`config.mk`:
```
export PLATFORM = sky130hd
export DESIGN_NAME = ced_win3
export DESIGN_NICKNAME = d
export VERILOG_FILES = /design/src/design/ced_pkg.sv /design/src/design/ced_win3.sv
export SDC_FILE = /design/constraint.sdc
export NUM_CORES = 2
export LEC_CHECK = 0
export ABC_CLOCK_PERIOD_IN_PS = 25500
export BUFFER_PORTS_ARGS = -buffer_cell sky130_fd_sc_hd__buf_4
export CAP_MARGIN = 30
export CORE_MARGIN = 2
export CORE_UTILIZATION = 40
export DETAILED_ROUTE_END_ITERATION = 8
export SYNTH_ARGS = -nofsm -noshare
export SYNTH_HDL_FRONTEND = slang
export SYNTH_SLANG_ARGS = --single-unit
```
`constraint.sdc`:
```
create_clock -name clk -period 25.5 [get_ports clk]
set_input_delay 1.275 -clock clk [delete_from_list [all_inputs] [get_ports clk]]
set_output_delay 1.275 -clock clk [all_outputs]
set_load 0.05 [all_outputs]
```
`src/design/ced_pkg.sv`:
```
// Shared constants, types and codes of the edge detector core.
// No dependencies; every other design file imports this package.
package ced_pkg;

  localparam int IMAGE_WIDTH  = 128;
  localparam int IMAGE_HEIGHT = 128;
  localparam int LAG          = IMAGE_WIDTH + 1;
  localparam int FRAME        = IMAGE_WIDTH * IMAGE_HEIGHT;
  localparam int TOTAL        = FRAME + 4 * LAG;

  localparam int P_W    = $clog2(TOTAL);
  localparam int X_W    = $clog2(IMAGE_WIDTH);
  localparam int Y_W    = $clog2(IMAGE_HEIGHT + 2);
  localparam int PIX_W  = 8;
  localparam int MAG_W  = 11;
  localparam int DIR_W  = 2;
  localparam int DATA_W = MAG_W + DIR_W;

  localparam int FIFO_DEPTH = 16;
  localparam int FIFO_AW    = $clog2(FIFO_DEPTH);

  typedef enum logic {
    OP_PIXEL = 1'b0,
    OP_DRAIN = 1'b1
  } ced_op_t;

  typedef enum logic {
    CFG_HIGH = 1'b0,
    CFG_LOW  = 1'b1
  } ced_cfg_idx_t;

  typedef enum logic [DIR_W-1:0] {
    DIR_HORZ = 2'd0,
    DIR_DIAG = 2'd1,
    DIR_VERT = 2'd2,
    DIR_ANTI = 2'd3
  } ced_dir_t;

  typedef logic [DATA_W-1:0] ced_word_t;
  typedef ced_word_t [2:0][2:0] ced_win3_t;

  // One item travelling down the stage chain.
  typedef struct packed {
    logic             valid;
    logic [P_W-1:0]   pos;
    ced_word_t        data;
  } ced_tok_t;

  // Status of a stage window after an item has been shifted in.
  typedef struct packed {
    logic           valid;
    logic           ctr;
    logic           fin;
    logic [P_W-1:0] pos;
  } ced_win_t;

endpackage

```
`src/design/ced_win3.sv`:
```
// One 3x3 stencil window over a two-line buffer memory with zero padding.
// Depends on ced_pkg.
module ced_win3 import ced_pkg::*; (
  input  logic           clk,
  input  logic           rst_n,
  input  ced_tok_t       tok,
  input  logic [P_W-1:0] start_pos,
  output ced_win3_t      win,
  output ced_win_t       st
);

  logic [2*DATA_W-1:0] line_mem [IMAGE_WIDTH];
  logic [2*DATA_W-1:0] rd_r;
  logic [X_W-1:0]      x_r, x_nxt, nx;
  logic [Y_W-1:0]      y_r, y_nxt;
  ced_word_t           col_r [3][3];
  ced_word_t           push [3];
  logic                lmask_r, rmask_r;
  ced_win_t            st_r;
  logic [P_W:0]        end_pos;
  logic                act, last_k, kge;

  assign end_pos = {1'b0, start_pos} + (P_W+1)'(FRAME + LAG);
  assign act     = tok.valid && (tok.pos >= start_pos) && ({1'b0, tok.pos} < end_pos);
  assign last_k  = ({1'b0, tok.pos} == end_pos - 1'b1);
  assign kge     = (y_r >= Y_W'(2)) || ((y_r == Y_W'(1)) && (x_r != '0));
  assign nx      = (x_r == X_W'(IMAGE_WIDTH - 1)) ? '0 : x_r + 1'b1;

  // Rows outside the frame read as zero.
  always_comb begin
    push[0] = (y_r >= Y_W'(2)) ? rd_r[2*DATA_W-1:DATA_W] : '0;
    push[1] = (y_r >= Y_W'(1) && y_r <= Y_W'(IMAGE_HEIGHT)) ? rd_r[DATA_W-1:0] : '0;
    push[2] = (y_r < Y_W'(IMAGE_HEIGHT)) ? tok.data : '0;
  end

  always_comb begin
    x_nxt = x_r;
    y_nxt = y_r;
    if (act) begin
      if (last_k) begin
        x_nxt = '0;
        y_nxt = '0;
      end else begin
        x_nxt = nx;
        y_nxt = (nx == '0) ? y_r + 1'b1 : y_r;
      end
    end
  end

  // The entry for the next column is read ahead, so it is ready when that item arrives.
  always_ff @(posedge clk) begin
    if (act) begin
      line_mem[x_r] <= {rd_r[DATA_W-1:0], tok.data};
      rd_r          <= line_mem[nx];
    end
  end

  always_ff @(posedge clk) begin
    if (act) begin
      for (int r = 0; r < 3; r++) begin
        col_r[0][r] <= col_r[1][r];
        col_r[1][r] <= col_r[2][r];
        col_r[2][r] <= push[r];
      end
      lmask_r <= (x_r == X_W'(1));
      rmask_r <= (x_r == '0);
    end
  end

  always_ff @(posedge clk) begin
    if (!rst_n) begin
      x_r  <= '0;
      y_r  <= '0;
      st_r <= '0;
    end else begin
      x_r       <= x_nxt;
      y_r       <= y_nxt;
      st_r.valid <= tok.valid;
      st_r.ctr   <= act && kge;
      st_r.fin   <= act && last_k;
      st_r.pos   <= tok.pos;
    end
  end

  always_comb begin
    for (int r = 0; r < 3; r++) begin
      win[r][0] = lmask_r ? '0 : col_r[0][r];
      win[r][1] = col_r[1][r];
      win[r][2] = rmask_r ? '0 : col_r[2][r];
    end
  end

  assign st = st_r;

endmodule

```
==> metrics.cfg <==
[sta]
finalCritPeriodShare_pct=25.1
slew_violations=0
slew_headroom_pct=24.8
fin_setup_tns_ps=0
rsz0062_at_grt=no
period_needed_ps=6390
setup_viol=0
fmax_ghz=0.157
hold_viol=0
worstMarginPinSlew_ps=1120
clock_skew_ps=54.0

[floorplanning]
die_h_um=587
rows=214
initial_core_util_pct=40.1
core_um2=339000
die_w_um=587
pin_count=181
die_area_um2=345000

[synth]
ys_async_sr_fraction_pct=0
synth_compound_area_share_pct=1.34
yosysTopAreaCellShare_pct=76.7
syn_area_per_cell_um2=22.1
syn_nets=6226
synth-xor-area-share_pct=0.251
ys_top_cells_by_count=edfxtp_1 (3473), mux4_2 (963), nand2_1 (326), clkbuf_1 (187), nor2_1 (176)
synth_top_family_by_area=multiplexers
yosys_warnings=0
synth.area.top_cells=edfxtp_1 (77%), mux4_2 (16%), nand2_1 (0.90%)
yosysMostFrequentCell=edfxtp_1
synthCells=6142
ys_seq_area_share_pct=77.2
yosysTopAreaCell=edfxtp_1
synth_fa_ha_area_share_pct=0.350
synth-edff-count=3473
synth_area_um2=136000
synthMuxAreaShare_pct=16.5
ys_types=68
ys.flop_type=edfxtp_1
yosys.area_share.simple_pct=2.92
ys_seq_elements=3506

[detailed_routing]
detail-route-antenna-nets=0
totalWireLength_mm=359
drtIter0Drc=8922
wl_per_cell_um=31.7
wl_met3_mm=32.9
num_vias=65400
routed_via_density=5.77
drcViolationCount=0
wl_met1_mm=143
top_layer_used=met5
wl_met2_mm=171
first_pass_iters=6

[final_layout]
fin_cells=11300
area_delta_synth_final_pct=14.8
final_layout_size_suffix_gt1_share_pct=29.9
fin_nets=6587

[clocking]
clk_pin_slew_ps=60
post_cts_resized=0
cts_setup_buffers=0
clockBufferDepth=4
clk_latency_ps=950
cts_tree=done
cts_sinks=3506
cts_made_buffers=349
ctsHoldBuffers=0
cts_root_buffer=clkbuf_16
htree_levels=5

[worst_setup_path]
crit_path_end_kind=register
critical_path_class=register to register
reg2reg_slack_ps=19110
cp_common_cell=buf_4
cp-start-kind=register
critPathArrivalTime_ps=7050
critPathRequiredTime_ps=26160
crit_chain=ha_1, nand3_4, o21a_4, buf_4, buf_4, buf_4, mux4_2, mux4_2, nand2_1, a21oi_1, a31oi_1, o21ai_0
critPathMaxStageDelay_ps=750
cp_slowest_cell=buf_4
critPathMaxFanout=38
ff2ff_path_depth=12

[power]
ir_worst_vdd_mv=0.0746
p_per_area_nw_per_um2=79.8
leakage_nw=48.1

[placement]
gp_congestion=0.835
io_buffer_count=180
hpwl_mm=214
dp_cells=10700

[min_path]
min_path_cells=0
hp-class=register to register

[global_routing]
grt_pass1_vias=64700
grt_max_degree=109
grt_pass1_wl_mm=505
grt_overflow_total=0
grt_antenna_before_repair=24
grt_usage_pct=20.5

[run_status]
status=finished, final reports clean

[flow_run]
cap_violations=0

[final cells by class]
type	instances	area [um2]
clock inverter	219	2530
fill	27900	183000
timing repair buffer	382	3760
sequential	3506	105000
tap	4536	5680
antenna	4	10.0
inverter	41	159
multi-input combinational	2223	29900
clock buffer	415	9080
[logic make-up (layout without fill, tap and decap cells)]
logic type	count (synthesis)	in the layout
xor+xnor	39	39
mux	1036	1036
other cells	0	4
flops	3506	3506
simple gates	850	850
fa+ha+maj	38	38
compound gates	260	260
buf+inv	413	1057
[metal layers]
layer  vias up  GRT usage [%]
met2      3228           32.6
met1     35300           28.9
met5         -              0
met3       494           4.00
met4         4           6.06
li1      26400              -
[per-stage QoR]
stage	setup WS, ps	power (W)	util (%)	instance area, um2	hold WS (ps)
floorplan	16520	0.00704	-	136000	418
global placement	17900	0.00738	42.3	143000	424
detailed placement	18620	0.00739	42.6	144000	426
CTS	18890	0.0126	46.0	156000	440
global route	18730	0.0128	46.1	156000	461
finish	19110	0.0125	46.1	156000	439
[power by group]
group / total, W / leakage, nW / internal, W / switching, W
Clock: 0.00520 / 5.66 / 0.00297 / 0.00223
Sequential: 0.00638 / 31.5 / 0.00637 / 0.0000126
Combinational: 0.000877 / 11.0 / 0.000329 / 0.000548
[layout by cell type, fill, tap and decap left out, types with 19 or more instances in the layout]
cell and count:
nor2_2 33, dfxtp_1 33, buf_16 27, a311oi_1 25
clkbuf_16 350, inv_1 40, mux4_2 963, o21ai_0 25
buf_4 321, clkinv_1 72, nor2b_1 126, and2_1 20
nand3_1 103, ha_1 37, xnor2_1 26, nor2_4 99
nand4_1 19, nand2_1 324, a21oi_1 61, bufinv_16 39
edfxtp_1 3473, mux2i_1 72, nor2_1 44, clkbuf_1 57
buf_12 27, o22ai_1 28, clkinv_2 66
[final timing paths]
check / end / from
setup / recovery: rd_r[0] / x_r[0]
hold / removal: col_r[0][61] / col_r[0][100]
setup reg to reg: rd_r[0] / x_r[0]
hold reg to reg: col_r[0][61] / col_r[0][100]
[flip-flops by register name, summed over array words and instances, names as in the netlist]
register,flops
col_r,117
rd_r,26
x_r,7
rmask_r,1
line_mem,3328
y_r,8
lmask_r,1
st,18
[worst max-delay path: cells and delay by family (launching register included)]
family	cells	cell delay, ps
flops	1	390
mux	2	1210
buf+inv	3	2150
compound gates	4	1450
fa+ha+maj	1	400
simple gates	2	360
Power figures use the tool's default switching activity.
